`src/rtl/core/gnsm_pkg.sv`:
```
// Shared widths, queue entry type and command codes for the nearest-segment matcher.
// No dependencies; every other file in rtl/core refers to it by scoped names.
package gnsm_pkg;

    localparam int DELTA_BITS = 24;
    localparam int LAT_W      = 31;
    localparam int LON_W      = 32;
    localparam int CFG_W      = 24;
    localparam int DLT_W      = DELTA_BITS + 1;          // endpoint difference B-A
    localparam int PRD_W      = 2 * DLT_W;               // small signed product
    localparam int OFF_W      = 2 * DELTA_BITS + 1;      // cross and along terms
    localparam int NORM_W     = 2 * DELTA_BITS + 2;      // squared segment length
    localparam int SQ_W       = 2 * OFF_W;               // squared cross magnitude
    localparam int WT_W       = SQ_W + NORM_W;           // distance weight
    localparam int SCL_W      = OFF_W + DLT_W;           // foot offset numerator
    localparam int MCNT_W     = $clog2(NORM_W);
    localparam int DCNT_W     = $clog2(SCL_W);
    localparam int MUL_STEPS  = 6;
    localparam int VHW_RESET  = 21213;
    localparam int IN_DATA_W  = 128;
    localparam int OUT_DATA_W = 64;

    typedef enum logic [1:0] {
        OP_START = 2'd0,
        OP_SEG   = 2'd1,
        OP_SKIP  = 2'd2
    } op_t;

    typedef struct packed {
        op_t                            op;
        logic                           last;
        logic signed [DELTA_BITS-1:0]   ay;
        logic signed [DELTA_BITS-1:0]   ax;
        logic signed [DELTA_BITS-1:0]   by;
        logic signed [DELTA_BITS-1:0]   bx;
        logic        [LAT_W-1:0]        ref_lat;
        logic        [LON_W-1:0]        ref_lon;
    } entry_t;

endpackage

```
`src/rtl/core/gnsm_fifo.sv`:
```
// Two-entry queue between the front end and the back end.
// Depends on gnsm_pkg for the entry type.
module gnsm_fifo (
    input  logic             aclk,
    input  logic             aresetn,
    input  logic             push,
    input  gnsm_pkg::entry_t push_ent,
    output logic             full,
    output logic             rd_valid,
    output gnsm_pkg::entry_t rd_ent,
    input  logic             pop
);

    gnsm_pkg::entry_t ent_reg [2];
    logic             wr_ptr_reg, rd_ptr_reg;
    logic [1:0]       cnt_reg;

    assign full     = (cnt_reg == 2'd2);
    assign rd_valid = (cnt_reg != 2'd0);
    assign rd_ent   = ent_reg[rd_ptr_reg];

    always_ff @(posedge aclk) begin
        if (push) begin
            ent_reg[wr_ptr_reg] <= push_ent;
        end
    end

    always_ff @(posedge aclk) begin
        if (!aresetn) begin
            wr_ptr_reg <= 1'b0;
            rd_ptr_reg <= 1'b0;
            cnt_reg    <= 2'd0;
        end else begin
            if (push) begin
                wr_ptr_reg <= !wr_ptr_reg;
            end
            if (pop) begin
                rd_ptr_reg <= !rd_ptr_reg;
            end
            cnt_reg <= cnt_reg + 2'(push) - 2'(pop);
        end
    end

endmodule

```
`config.mk`:
```
export PLATFORM = sky130hd
export DESIGN_NAME = gnsm_fifo
export DESIGN_NICKNAME = d
export VERILOG_FILES = /design/src/rtl/core/gnsm_pkg.sv /design/src/rtl/core/gnsm_fifo.sv
export SDC_FILE = /design/constraint.sdc
export NUM_CORES = 1
export LEC_CHECK = 0
export BUFFER_PORTS_ARGS = -buffer_cell sky130_fd_sc_hd__buf_4
export CAP_MARGIN = 25
export CORE_MARGIN = 1
export CORE_UTILIZATION = 56
export DETAILED_ROUTE_END_ITERATION = 16
export GPL_TIMING_DRIVEN = 0
export PLACE_DENSITY = 0.84
export SLEW_MARGIN = 5
export SYNTH_ARGS = -nofsm -noshare
export SYNTH_HDL_FRONTEND = slang
export SYNTH_SLANG_ARGS = --single-unit
```
`constraint.sdc`:
```
create_clock -name aclk -period 17.1 [get_ports aclk]
set_clock_uncertainty 0.1 [all_clocks]
set_input_delay 3.42 -clock aclk [delete_from_list [all_inputs] [get_ports aclk]]
set_output_delay 3.42 -clock aclk [all_outputs]
set_load 0.02 [all_outputs]
```
==> flow_metrics.py <==
metrics = {
    "outcome": {
        "status": "finished, final reports clean",
    },
    "timing": {
        "setup_slack_ns": 11.71,
        "setup_viol": 0,
        "final.min_clock_period_ns": 5.39,
        "fmax_mhz": 186,
        "slew-limit-headroom": 0.478,
        "period_share": 0.315,
        "tns_ns": 0,
        "hold_violations": 0,
        "worst_slew_pin_slew_ns": 0.782,
        "slew_viol_final": 0,
        "rsz0062_at_grt": "no",
    },
    "synthesis": {
        "synth_top_flop_cell": "edfxtp_1",
        "synth-edff-count": 324,
        "ys_seq_area_frac": 0.803,
        "synth.yosys.warnings": 0,
        "ys_types": 14,
        "synth_common_cells": "324 x edfxtp_1, 82 x mux2_2, 80 x mux2_4",
        "synth.area.top_cells": "edfxtp_1 80%, mux2_4 9.8%, mux2_2 7.5%",
        "synth_area_leader_cell": "edfxtp_1",
        "syn-cell-area_um2": 12200,
        "yosysTopAreaCellShare": 0.795,
        "syn_nets": 693,
        "syn_inst": 525,
        "syn_area_per_cell_um2": 23.3,
        "ys_ff_latch": 329,
        "async_flop_share": 0,
        "yosysMostFrequentCell": "edfxtp_1",
    },
    "floorplanning": {
        "io-pin-count": 330,
        "coreArea_um2": 21200,
        "fp.dieW_um": 150,
        "dieArea_um2": 22400,
        "rows": 53,
        "initial_core_util": 0.577,
        "die_h_um": 150,
    },
    "worst_setup_path": {
        "reg2reg_slack_ns": 15.15,
        "cp.required_ns": 13.58,
        "crit_path_end": "rd_ent[158]",
        "crit_path_start_kind": "register",
        "r2r_start": "wr_ptr_reg",
        "critPathMaxFanout": 10,
        "regToRegEndpoint": "ent_reg[1][11]",
        "crit_arrival_ns": 1.87,
        "endpoint_kind": "primary output",
        "reg2reg_depth": 2,
        "critPathKind": "reg2out",
    },
    "final_layout": {
        "area_delta_synth_final_pct": 32.9,
        "n_antenna_cell": 0,
        "stdcell_count": 1193,
        "nFillCells": 1163,
        "multi_input_area_um2": 2250,
        "nNetsFinal": 1066,
        "largest_register_ffs": 324,
        "drive_gt1_frac": 0.615,
        "register_area_um2": 9830,
    },
    "clock_network": {
        "clk_pin_slew_ns": 0.06,
        "cts_sinks": 329,
        "cts_root_buf": "clkbuf_16",
        "hold_buffers": 0,
        "postCtsSetupRepairBufs": 0,
        "ctsResizeCount": 0,
        "cts_tree": "done",
        "clock_tree.buffer_depth": 3,
        "h-tree-depth": 2,
        "clkLatencyLatePin_ns": 0.49,
        "cts_buffers": 34,
    },
    "global_routing": {
        "overflow": 0,
        "grt_max_degree": 64,
        "grtUsageTotal": 0.219,
        "grt_pass1_vias": 6631,
        "antenna_found_initial": 0,
        "grt_pass1_wl_um": 36000,
    },
    "route": {
        "drt-initial-drc-count": 274,
        "vias": 6208,
        "wl_per_cell_um": 20.9,
        "route.detailed.drc": 0,
        "drt_pass1_iterations": 4,
        "postRouteAntennaNets": 0,
        "avgViaCountPerCell": 5.20,
        "wl_um": 25000,
    },
    "place": {
        "dp_cells": 1137,
        "hpwl_um": 17300,
        "place.port_buffers": 329,
        "pre_cts_ws_ns": 12.03,
        "routabilityCongestion": 0.742,
    },
    "power_and_ir_drop": {
        "ir_drop_mv": 0.116,
        "power.density_nw_per_um2": 116,
        "leakagePower_nw": 6.33,
    },
    "run": {
        "drv_cap": 0,
    },
    "hold_path": {
        "hp-class": "reg2reg",
    },
}
==> report_power, final <==
part / switching [mW] / internal, mW
clock network: 0.275 / 0.389
registers: 0.0108 / 0.933
logic: 0.138 / 0.139
total: 0.424 / 1.46
==> per-layer routing <==
metal	GRT usage	vias up	share of wire
met2	0.395	285	0.52
met1	0.228	3043	0.34
li1	-	2829	-
met5	0	-	0
met4	0.0747	0	0.026
met3	0.0909	51	0.12
==> metrics by stage <==
step / hold WS (ns) / area (um^2) / utilization / total power, mW
global route: 0.508 / 16300 / 0.766 / 1.94
CTS: 0.503 / 16300 / 0.766 / 1.90
global placement: 0.468 / 15000 / 0.709 / 1.24
floorplan: 0.455 / 12200 / - / 1.12
detailed placement: 0.505 / 15200 / 0.719 / 1.24
finish: 0.507 / 16300 / 0.766 / 1.88
==> how the worst min path moves through the flow <==
stage	startpoint	endpoint	slack (ns)	depth (start not counted)
2_1_floorplan	rd_ptr_reg	register	0.45	2
3_3_place_gp	rd_ptr_reg	register	0.47	2
3_5_place_dp	rd_ptr_reg	rd_ptr_reg	0.51	2
4_1_cts	rd_ptr_reg	register	0.50	2
5_1_grt	rd_ptr_reg	register	0.51	2
6_report	rd_ptr_reg	register	0.51	2
==> worst max-delay path, cell delays in order, from the launching register on <==
cell and delay (ns):
dfxtp_1 0.32, buf_6 0.14, buf_6 0.20, buf_6 0.21
mux2_4 0.33, buf_4 0.16
==> cell type report <==
cell class,count,area share
plain buffers,18,0.00939
clock buffers,42,0.0581
clock inverters,14,0.00385
inverters,2,0.000462
multi-input cells,176,0.139
flip-flops and latches,329,0.605
well taps,275,0.0212
repair buffers,337,0.164
==> cells in the final DEF, fill, tap and decap left out <==
cell	n
and2_4	1
dfxtp_1	5
buf_6	10
inv_1	2
buf_4	329
edfxtp_1	324
nor2b_4	1
ha_1	2
buf_16	4
mux2_4	80
clkbuf_16	37
xor2_1	1
buf_2	8
and2_1	3
xnor3_1	1
clkinv_2	8
or2_2	1
o21a_1	1
buf_12	4
mux2_2	82
clkbuf_1	5
clkinv_1	6
nor2b_1	3
==> kinds of logic after synthesis <==
| group | share of synthesized area |
|---|---|
| compound gates | 0.000614 |
| xor+xnor | 0.00256 |
| fa+ha+maj | 0.00205 |
| buf+inv | 0.0131 |
| flops | 0.803 |
| mux | 0.174 |
| simple gates | 0.00460 |
(Power assumes the default switching activity.)
