**config.mk**
```make
export PLATFORM = sky130hd
export DESIGN_NAME = gnsm_front
export DESIGN_NICKNAME = d
export VERILOG_FILES = /design/src/rtl/core/gnsm_pkg.sv /design/src/rtl/core/gnsm_front.sv
export SDC_FILE = /design/constraint.sdc
export NUM_CORES = 1
export LEC_CHECK = 0
export ABC_AREA = 1
export BUFFER_PORTS_ARGS = -buffer_cell sky130_fd_sc_hd__buf_2
export CAP_MARGIN = 20
export CORE_ASPECT_RATIO = 1.2
export CORE_MARGIN = 3
export CORE_UTILIZATION = 39
export CTS_BUF_LIST = sky130_fd_sc_hd__clkbuf_2
export DETAILED_ROUTE_END_ITERATION = 6
export PLACE_DENSITY = 0.61
export SKIP_LAST_GASP = 1
export SYNTH_ARGS = -nofsm -noshare
export SYNTH_HDL_FRONTEND = slang
export SYNTH_SLANG_ARGS = --single-unit
```
**constraint.sdc**
```tcl
create_clock -name aclk -period 5.5 [get_ports aclk]
set_input_delay 1.1 -clock aclk [delete_from_list [all_inputs] [get_ports aclk]]
set_output_delay 1.1 -clock aclk [all_outputs]
set_load 0.05 [all_outputs]
```
**src/rtl/core/gnsm_pkg.sv**
```systemverilog
// Shared widths, queue entry type and command codes for the nearest-segment matcher.
// No dependencies; every other file in rtl/core refers to it by scoped names.
package gnsm_pkg;

    localparam int DELTA_BITS = 24;
    localparam int LAT_W      = 31;
    localparam int LON_W      = 32;
    localparam int CFG_W      = 24;
    localparam int DLT_W      = DELTA_BITS + 1;          // endpoint difference B-A
    localparam int PRD_W      = 2 * DLT_W;               // small signed product
    localparam int OFF_W      = 2 * DELTA_BITS + 1;      // cross and along terms
    localparam int NORM_W     = 2 * DELTA_BITS + 2;      // squared segment length
    localparam int SQ_W       = 2 * OFF_W;               // squared cross magnitude
    localparam int WT_W       = SQ_W + NORM_W;           // distance weight
    localparam int SCL_W      = OFF_W + DLT_W;           // foot offset numerator
    localparam int MCNT_W     = $clog2(NORM_W);
    localparam int DCNT_W     = $clog2(SCL_W);
    localparam int MUL_STEPS  = 6;
    localparam int VHW_RESET  = 21213;
    localparam int IN_DATA_W  = 128;
    localparam int OUT_DATA_W = 64;

    typedef enum logic [1:0] {
        OP_START = 2'd0,
        OP_SEG   = 2'd1,
        OP_SKIP  = 2'd2
    } op_t;

    typedef struct packed {
        op_t                            op;
        logic                           last;
        logic signed [DELTA_BITS-1:0]   ay;
        logic signed [DELTA_BITS-1:0]   ax;
        logic signed [DELTA_BITS-1:0]   by;
        logic signed [DELTA_BITS-1:0]   bx;
        logic        [LAT_W-1:0]        ref_lat;
        logic        [LON_W-1:0]        ref_lon;
    } entry_t;

endpackage

```
**src/rtl/core/gnsm_front.sv**
```systemverilog
// Front end: takes input beats, holds the raw point and the box register, classifies segments.
// Depends on gnsm_pkg; feeds gnsm_fifo.
module gnsm_front (
    input  logic                          aclk,
    input  logic                          aresetn,
    input  logic                          cfg_we,
    input  logic [gnsm_pkg::CFG_W-1:0]    cfg_wdata,
    input  logic                          s_tvalid,
    output logic                          s_tready,
    input  logic [gnsm_pkg::IN_DATA_W-1:0] s_tdata,
    input  logic                          s_tuser,
    input  logic                          s_tlast,
    input  logic                          q_full,
    output logic                          push,
    output gnsm_pkg::entry_t              push_ent
);

    localparam int LAT_W = gnsm_pkg::LAT_W;
    localparam int LON_W = gnsm_pkg::LON_W;
    localparam int DB    = gnsm_pkg::DELTA_BITS;

    logic [gnsm_pkg::CFG_W-1:0] vhw_reg;
    logic [LAT_W-1:0]           ref_lat_reg;
    logic [LON_W-1:0]           ref_lon_reg;

    logic [LAT_W-1:0] lat_a, lat_b;
    logic [LON_W-1:0] lon_a, lon_b;
    logic signed [LAT_W:0] ay, by, hy;
    logic signed [LON_W:0] ax, bx, hx;
    logic outside, fits, is_start;

    assign lat_a = s_tdata[LAT_W-1:0];
    assign lon_a = s_tdata[LAT_W+LON_W-1:LAT_W];
    assign lat_b = s_tdata[2*LAT_W+LON_W-1:LAT_W+LON_W];
    assign lon_b = s_tdata[2*LAT_W+2*LON_W-1:2*LAT_W+LON_W];

    assign is_start = !s_tuser;
    assign s_tready = !q_full;
    assign push     = s_tvalid && !q_full;

    always_comb begin
        ay = $signed({lat_a[LAT_W-1], lat_a}) - $signed({ref_lat_reg[LAT_W-1], ref_lat_reg});
        by = $signed({lat_b[LAT_W-1], lat_b}) - $signed({ref_lat_reg[LAT_W-1], ref_lat_reg});
        ax = $signed({lon_a[LON_W-1], lon_a}) - $signed({ref_lon_reg[LON_W-1], ref_lon_reg});
        bx = $signed({lon_b[LON_W-1], lon_b}) - $signed({ref_lon_reg[LON_W-1], ref_lon_reg});
        hy = $signed({{(LAT_W+1-gnsm_pkg::CFG_W){1'b0}}, vhw_reg});
        hx = $signed({{(LON_W+1-gnsm_pkg::CFG_W){1'b0}}, vhw_reg});
        outside = (ay > hy && by > hy) || (ay < -hy && by < -hy) ||
                  (ax > hx && bx > hx) || (ax < -hx && bx < -hx);
        // a delta fits when its upper bits are all copies of the sign
        fits = ((ay[LAT_W:DB-1] == '0) || (ay[LAT_W:DB-1] == '1)) &&
               ((by[LAT_W:DB-1] == '0) || (by[LAT_W:DB-1] == '1)) &&
               ((ax[LON_W:DB-1] == '0) || (ax[LON_W:DB-1] == '1)) &&
               ((bx[LON_W:DB-1] == '0) || (bx[LON_W:DB-1] == '1));

        push_ent.last = s_tlast;
        push_ent.ay   = ay[DB-1:0];
        push_ent.ax   = ax[DB-1:0];
        push_ent.by   = by[DB-1:0];
        push_ent.bx   = bx[DB-1:0];
        if (is_start) begin
            push_ent.op      = gnsm_pkg::OP_START;
            push_ent.ref_lat = lat_a;
            push_ent.ref_lon = lon_a;
        end else begin
            push_ent.op      = (!outside && fits) ? gnsm_pkg::OP_SEG : gnsm_pkg::OP_SKIP;
            push_ent.ref_lat = ref_lat_reg;
            push_ent.ref_lon = ref_lon_reg;
        end
    end

    always_ff @(posedge aclk) begin
        if (!aresetn) begin
            vhw_reg     <= gnsm_pkg::CFG_W'(gnsm_pkg::VHW_RESET);
            ref_lat_reg <= '0;
            ref_lon_reg <= '0;
        end else begin
            if (cfg_we) begin
                vhw_reg <= cfg_wdata;
            end
            if (push && is_start) begin
                ref_lat_reg <= lat_a;
                ref_lon_reg <= lon_a;
            end
        end
    end

endmodule

```
==> run_summary.xml <==
<?xml version="1.0" encoding="UTF-8"?>
<metrics>
  <group name="outcome">
    <metric name="status" unit="">finished, violations left</metric>
    <metric name="failed_checks" unit="">setup timing</metric>
  </group>
  <group name="layout">
    <metric name="proportion_of_layout_cells_with_a_drive_suffix_above_1" unit="%">27.90</metric>
    <metric name="fillers" unit="">4969</metric>
    <metric name="finalInstanceArea" unit="um^2">26720</metric>
    <metric name="design.final.nets" unit="">4629</metric>
    <metric name="utilization" unit="%">56.55</metric>
    <metric name="largest_reg_flops" unit="">32</metric>
    <metric name="area_delta_synth_final" unit="%">42.78</metric>
    <metric name="register_area" unit="um^2">1753</metric>
    <metric name="multi_input_area" unit="um^2">16140</metric>
  </group>
  <group name="setup_path">
    <metric name="setup.worst_path.class" unit="">flip-flop to output port</metric>
    <metric name="crit_buf_inv" unit="">5</metric>
    <metric name="max_stage_delay" unit="ps">410</metric>
    <metric name="path_max_fanout" unit="">6</metric>
    <metric name="timing.critical_path.required" unit="ps">4400</metric>
    <metric name="category_of_cells_accounting_for_the_largest_share_of_critical_path_delay" unit="">simple AND/OR/NAND/NOR gates</metric>
    <metric name="cp_data_arrival_time" unit="ps">4780</metric>
    <metric name="slowest_stage" unit="">sky130_fd_sc_hd__dfxtp_2</metric>
    <metric name="cp-end-kind" unit="">output port</metric>
    <metric name="worst_setup_path_start_kind" unit="">flip-flop</metric>
  </group>
  <group name="die">
    <metric name="io_pins" unit="">323</metric>
    <metric name="die-height" unit="um">245.9</metric>
    <metric name="fp.coreArea" unit="um^2">47240</metric>
    <metric name="fp.dieArea" unit="um^2">50650</metric>
    <metric name="start_util" unit="%">39.60</metric>
    <metric name="num_rows" unit="">87</metric>
    <metric name="die_width" unit="um">206.0</metric>
  </group>
  <group name="detailed_routing">
    <metric name="drt_iter0_markers" unit="">1073</metric>
    <metric name="route.detailed.drc" unit="">0</metric>
    <metric name="vias" unit="">23370</metric>
    <metric name="antenna_viol_nets_final" unit="">0</metric>
    <metric name="wire_per_inst" unit="um">15.94</metric>
    <metric name="postRouteWirelength" unit="um">75660</metric>
    <metric name="dr.pass1.iters" unit="">7</metric>
    <metric name="vias_per_cell" unit="">4.923</metric>
  </group>
  <group name="sta">
    <metric name="setup-tns-final" unit="ps">-758.8</metric>
    <metric name="slew_violations" unit="">0</metric>
    <metric name="slew_headroom" unit="%">31.34</metric>
    <metric name="rsz0062_at_grt" unit="">true</metric>
    <metric name="report.final.setup_viol" unit="">2</metric>
    <metric name="setup_slack" unit="ps">-382.3</metric>
    <metric name="fmax" unit="MHz">170.0</metric>
    <metric name="fin_crit_sh" unit="%">107.0</metric>
    <metric name="worst_slew_pin_slew" unit="ps">1030</metric>
    <metric name="hold_violations" unit="">0</metric>
    <metric name="finalCriticalPeriod" unit="ps">5882</metric>
    <metric name="timing.clock.skew" unit="ps">0</metric>
  </group>
  <group name="logic_synthesis">
    <metric name="synthTopCellsByArea" unit="">sky130_fd_sc_hd__ha_1 (23%), sky130_fd_sc_hd__nand2_1 (22%), sky130_fd_sc_hd__inv_1 (9.9%)</metric>
    <metric name="netlist-cell-type-count" unit="">43</metric>
    <metric name="synth.net_count" unit="">3764</metric>
    <metric name="seq_area_frac_synth" unit="%">9.309</metric>
    <metric name="synth_simple_gate_area_share" unit="%">35.36</metric>
    <metric name="ys.flop_type" unit="">sky130_fd_sc_hd__dfxtp_1</metric>
    <metric name="synth_seq_cells" unit="">87</metric>
    <metric name="synth-edff-count" unit="">0</metric>
    <metric name="synth_top_family_by_area" unit="">simple AND/OR/NAND/NOR gates</metric>
    <metric name="synth.cell_area" unit="um^2">18710</metric>
    <metric name="synth-compound-area-share" unit="%">15.68</metric>
    <metric name="mux_contribution_to_synthesized_area" unit="%">0</metric>
    <metric name="asyncSetResetFlopFracSynth" unit="%">0</metric>
    <metric name="synth_warnings" unit="">0</metric>
    <metric name="synth-adder-area-share" unit="%">23.77</metric>
    <metric name="syn_area_per_cell" unit="um^2">5.754</metric>
    <metric name="netlist_instances" unit="">3252</metric>
    <metric name="synth.top_cell.area_share" unit="%">23.34</metric>
    <metric name="post_synth_xor_area_fraction" unit="%">4.634</metric>
    <metric name="synth_top_area_cell" unit="">sky130_fd_sc_hd__ha_1</metric>
  </group>
  <group name="worst_hold_path">
    <metric name="min_path_type" unit="">input pin to flip-flop</metric>
  </group>
  <group name="global_route">
    <metric name="first_global_vias" unit="">22680</metric>
    <metric name="globalRouteTotalUtil" unit="%">29.22</metric>
    <metric name="grt_start_max_net_pins" unit="">118</metric>
    <metric name="antenna_found_initial" unit="">2</metric>
    <metric name="global_route_total_overflow" unit="">0</metric>
    <metric name="global_route_wire_length_before_repair" unit="um">114600</metric>
  </group>
  <group name="job">
    <metric name="maxCapViolations" unit="">0</metric>
  </group>
  <group name="clock_network">
    <metric name="cts.sink_count" unit="">87</metric>
    <metric name="worst_setup_hold_path_clk_slew" unit="ps">360</metric>
    <metric name="cts_tree" unit="">yes</metric>
    <metric name="clockRootBuffer" unit="">sky130_fd_sc_hd__clkbuf_2</metric>
    <metric name="numCtsBuffers" unit="">9</metric>
    <metric name="ctsLongestPathBuffers" unit="">2</metric>
    <metric name="h-tree-depth" unit="">3</metric>
    <metric name="clk_latency_worst_skew_pair" unit="ps">830</metric>
  </group>
  <group name="power">
    <metric name="powerDensity" unit="nW/um^2">207.5</metric>
    <metric name="net-switching-power" unit="mW">3.136</metric>
    <metric name="p_sw_share" unit="%">56.57</metric>
    <metric name="p_int" unit="mW">2.408</metric>
    <metric name="fin_total_pwr" unit="mW">5.544</metric>
    <metric name="leakage" unit="nW">14.96</metric>
    <metric name="sequentialPowerShare" unit="%">12.4</metric>
    <metric name="comb_power_share" unit="%">80.2</metric>
    <metric name="worst_ir_drop_vdd" unit="uV">129.9</metric>
    <metric name="pwr-share-clk" unit="%">7.3</metric>
  </group>
  <group name="placed_design">
    <metric name="pre_cts_slack" unit="ps">-689.8</metric>
    <metric name="dpl_cell_area" unit="um^2">25750</metric>
    <metric name="last_weighted_congestion_value_of_the_routability_driven_placer" unit="">0.9838</metric>
    <metric name="detailedPlacementHpwl" unit="um">65910</metric>
    <metric name="port-buffer-count" unit="">318</metric>
  </group>
</metrics>
worst min-delay path, stage by stage:
cell	delay (ps)
sky130_fd_sc_hd__buf_2	80
sky130_fd_sc_hd__a21oi_1	50
sky130_fd_sc_hd__o21ai_0	60
logic make-up (layout without fill, tap and decap cells):
logic type	count (synthesis)	in the layout
AOI/OAI and AO/OA	553	553
and+or+nand+nor	1601	1601
xor gates and xnor gates	99	99
adders and majority gates	353	353
other	0	2
buffers and inverters	559	1429
DFF	87	87
through the flow:
stage               instances  hold slack [ps]
floorplan                3252            470.8
global placement         4705            492.1
detailed placement       4705            497.4
CTS                      4742            337.4
global route             4747            383.8
finish                   4747            427.5
metal layers:
layer / global-route usage, % / routed length, um / part of all wire [%] / vias to the layer above
li1: - / - / - / 12210
met1: 33.13 / 30780 / 41 / 10500
met2: 55.17 / 38210 / 51 / 528
met3: 2.251 / 3081 / 4.1 / 140
met4: 13.04 / 3585 / 4.7 / 0
met5: 0 / 0 / 0 / -
area by class of cell:
type	count	share of cell area [%]
diodes	2	0.01873
clock buffers	9	0.1686
clock inverters	7	0.2061
inverters	517	7.273
multi-input cells	2606	60.42
flip-flops and latches	87	6.561
well taps	623	2.918
repair buffers	896	22.43
timing repair:
| action | CTS | global route |
|---|---|---|
| setup endpoints to repair | 2 | 2 |
| resized for setup | 80 | 50 |
| pin swaps | 38 | 14 |
| buffers inserted | 22 | 3 |
| hold buffers | 0 | 0 |
Yosys cell counts (2+ instances only):
cell type,count
sky130_fd_sc_hd__clkbuf_1,38
sky130_fd_sc_hd__nand3_2,7
sky130_fd_sc_hd__and2_1,5
sky130_fd_sc_hd__xnor2_1,21
sky130_fd_sc_hd__o21ai_0,197
sky130_fd_sc_hd__a31oi_1,27
sky130_fd_sc_hd__dfxtp_1,87
sky130_fd_sc_hd__inv_2,21
sky130_fd_sc_hd__o221ai_1,2
sky130_fd_sc_hd__o21bai_1,16
sky130_fd_sc_hd__nand2_1,1113
sky130_fd_sc_hd__a211oi_1,2
sky130_fd_sc_hd__a21boi_0,4
sky130_fd_sc_hd__nor3_1,20
sky130_fd_sc_hd__buf_1,2
sky130_fd_sc_hd__nand3_1,125
sky130_fd_sc_hd__nor3_2,3
sky130_fd_sc_hd__inv_1,495
sky130_fd_sc_hd__nand3b_1,10
sky130_fd_sc_hd__nor4_1,9
sky130_fd_sc_hd__nor2_4,2
sky130_fd_sc_hd__fa_1,4
sky130_fd_sc_hd__xor2_1,78
sky130_fd_sc_hd__a21oi_1,276
sky130_fd_sc_hd__buf_4,2
sky130_fd_sc_hd__nor3_4,4
sky130_fd_sc_hd__nand4_1,31
sky130_fd_sc_hd__nor2_1,226
sky130_fd_sc_hd__nand2_2,9
sky130_fd_sc_hd__nor2_2,27
sky130_fd_sc_hd__a21o_1,6
sky130_fd_sc_hd__o21a_1,13
sky130_fd_sc_hd__nand4_2,3
sky130_fd_sc_hd__ha_1,349
sky130_fd_sc_hd__o211ai_1,8
sky130_fd_sc_hd__and3_1,3
layout by cell type (no fill, tap or decap), types with 12 or more instances in the layout:
cell,n
sky130_fd_sc_hd__o21bai_1,16
sky130_fd_sc_hd__a21oi_1,270
sky130_fd_sc_hd__buf_4,568
sky130_fd_sc_hd__a31oi_1,20
sky130_fd_sc_hd__nand3_1,120
sky130_fd_sc_hd__nor2_2,23
sky130_fd_sc_hd__ha_4,18
sky130_fd_sc_hd__o21ai_0,197
sky130_fd_sc_hd__nor2_4,14
sky130_fd_sc_hd__inv_1,488
sky130_fd_sc_hd__buf_2,316
sky130_fd_sc_hd__ha_1,330
sky130_fd_sc_hd__xnor2_2,17
sky130_fd_sc_hd__dfxtp_1,82
sky130_fd_sc_hd__xor2_2,36
sky130_fd_sc_hd__nor2_1,218
sky130_fd_sc_hd__xor2_1,32
sky130_fd_sc_hd__o21a_1,13
sky130_fd_sc_hd__nand2_2,25
sky130_fd_sc_hd__nand4_1,31
sky130_fd_sc_hd__inv_2,27
sky130_fd_sc_hd__nand2_1,1093
sky130_fd_sc_hd__nor3_1,12
power groups by stage:
stage	clock (mW)	combinational (mW)	sequential (mW)
after global placement	0	4.30	0.697
after detailed placement	0	4.33	0.698
final	0.407	4.45	0.690
after CTS	0.422	4.41	0.689
after floorplan	0	2.64	0.694
after global routing	0.431	4.89	0.694
worst paths after layout:
check          startpoint            end  slack, ps  cells after the start
min reg2reg    vhw_reg[0]     vhw_reg[0]        530                      2
max reg2reg   vhw_reg[23]    vhw_reg[23]       4020                      2
max            vhw_reg[1]  push_ent[160]       -380                     27
min          cfg_wdata[3]     vhw_reg[3]        430                      3
No activity file was read; power rests on OpenSTA's default activity.
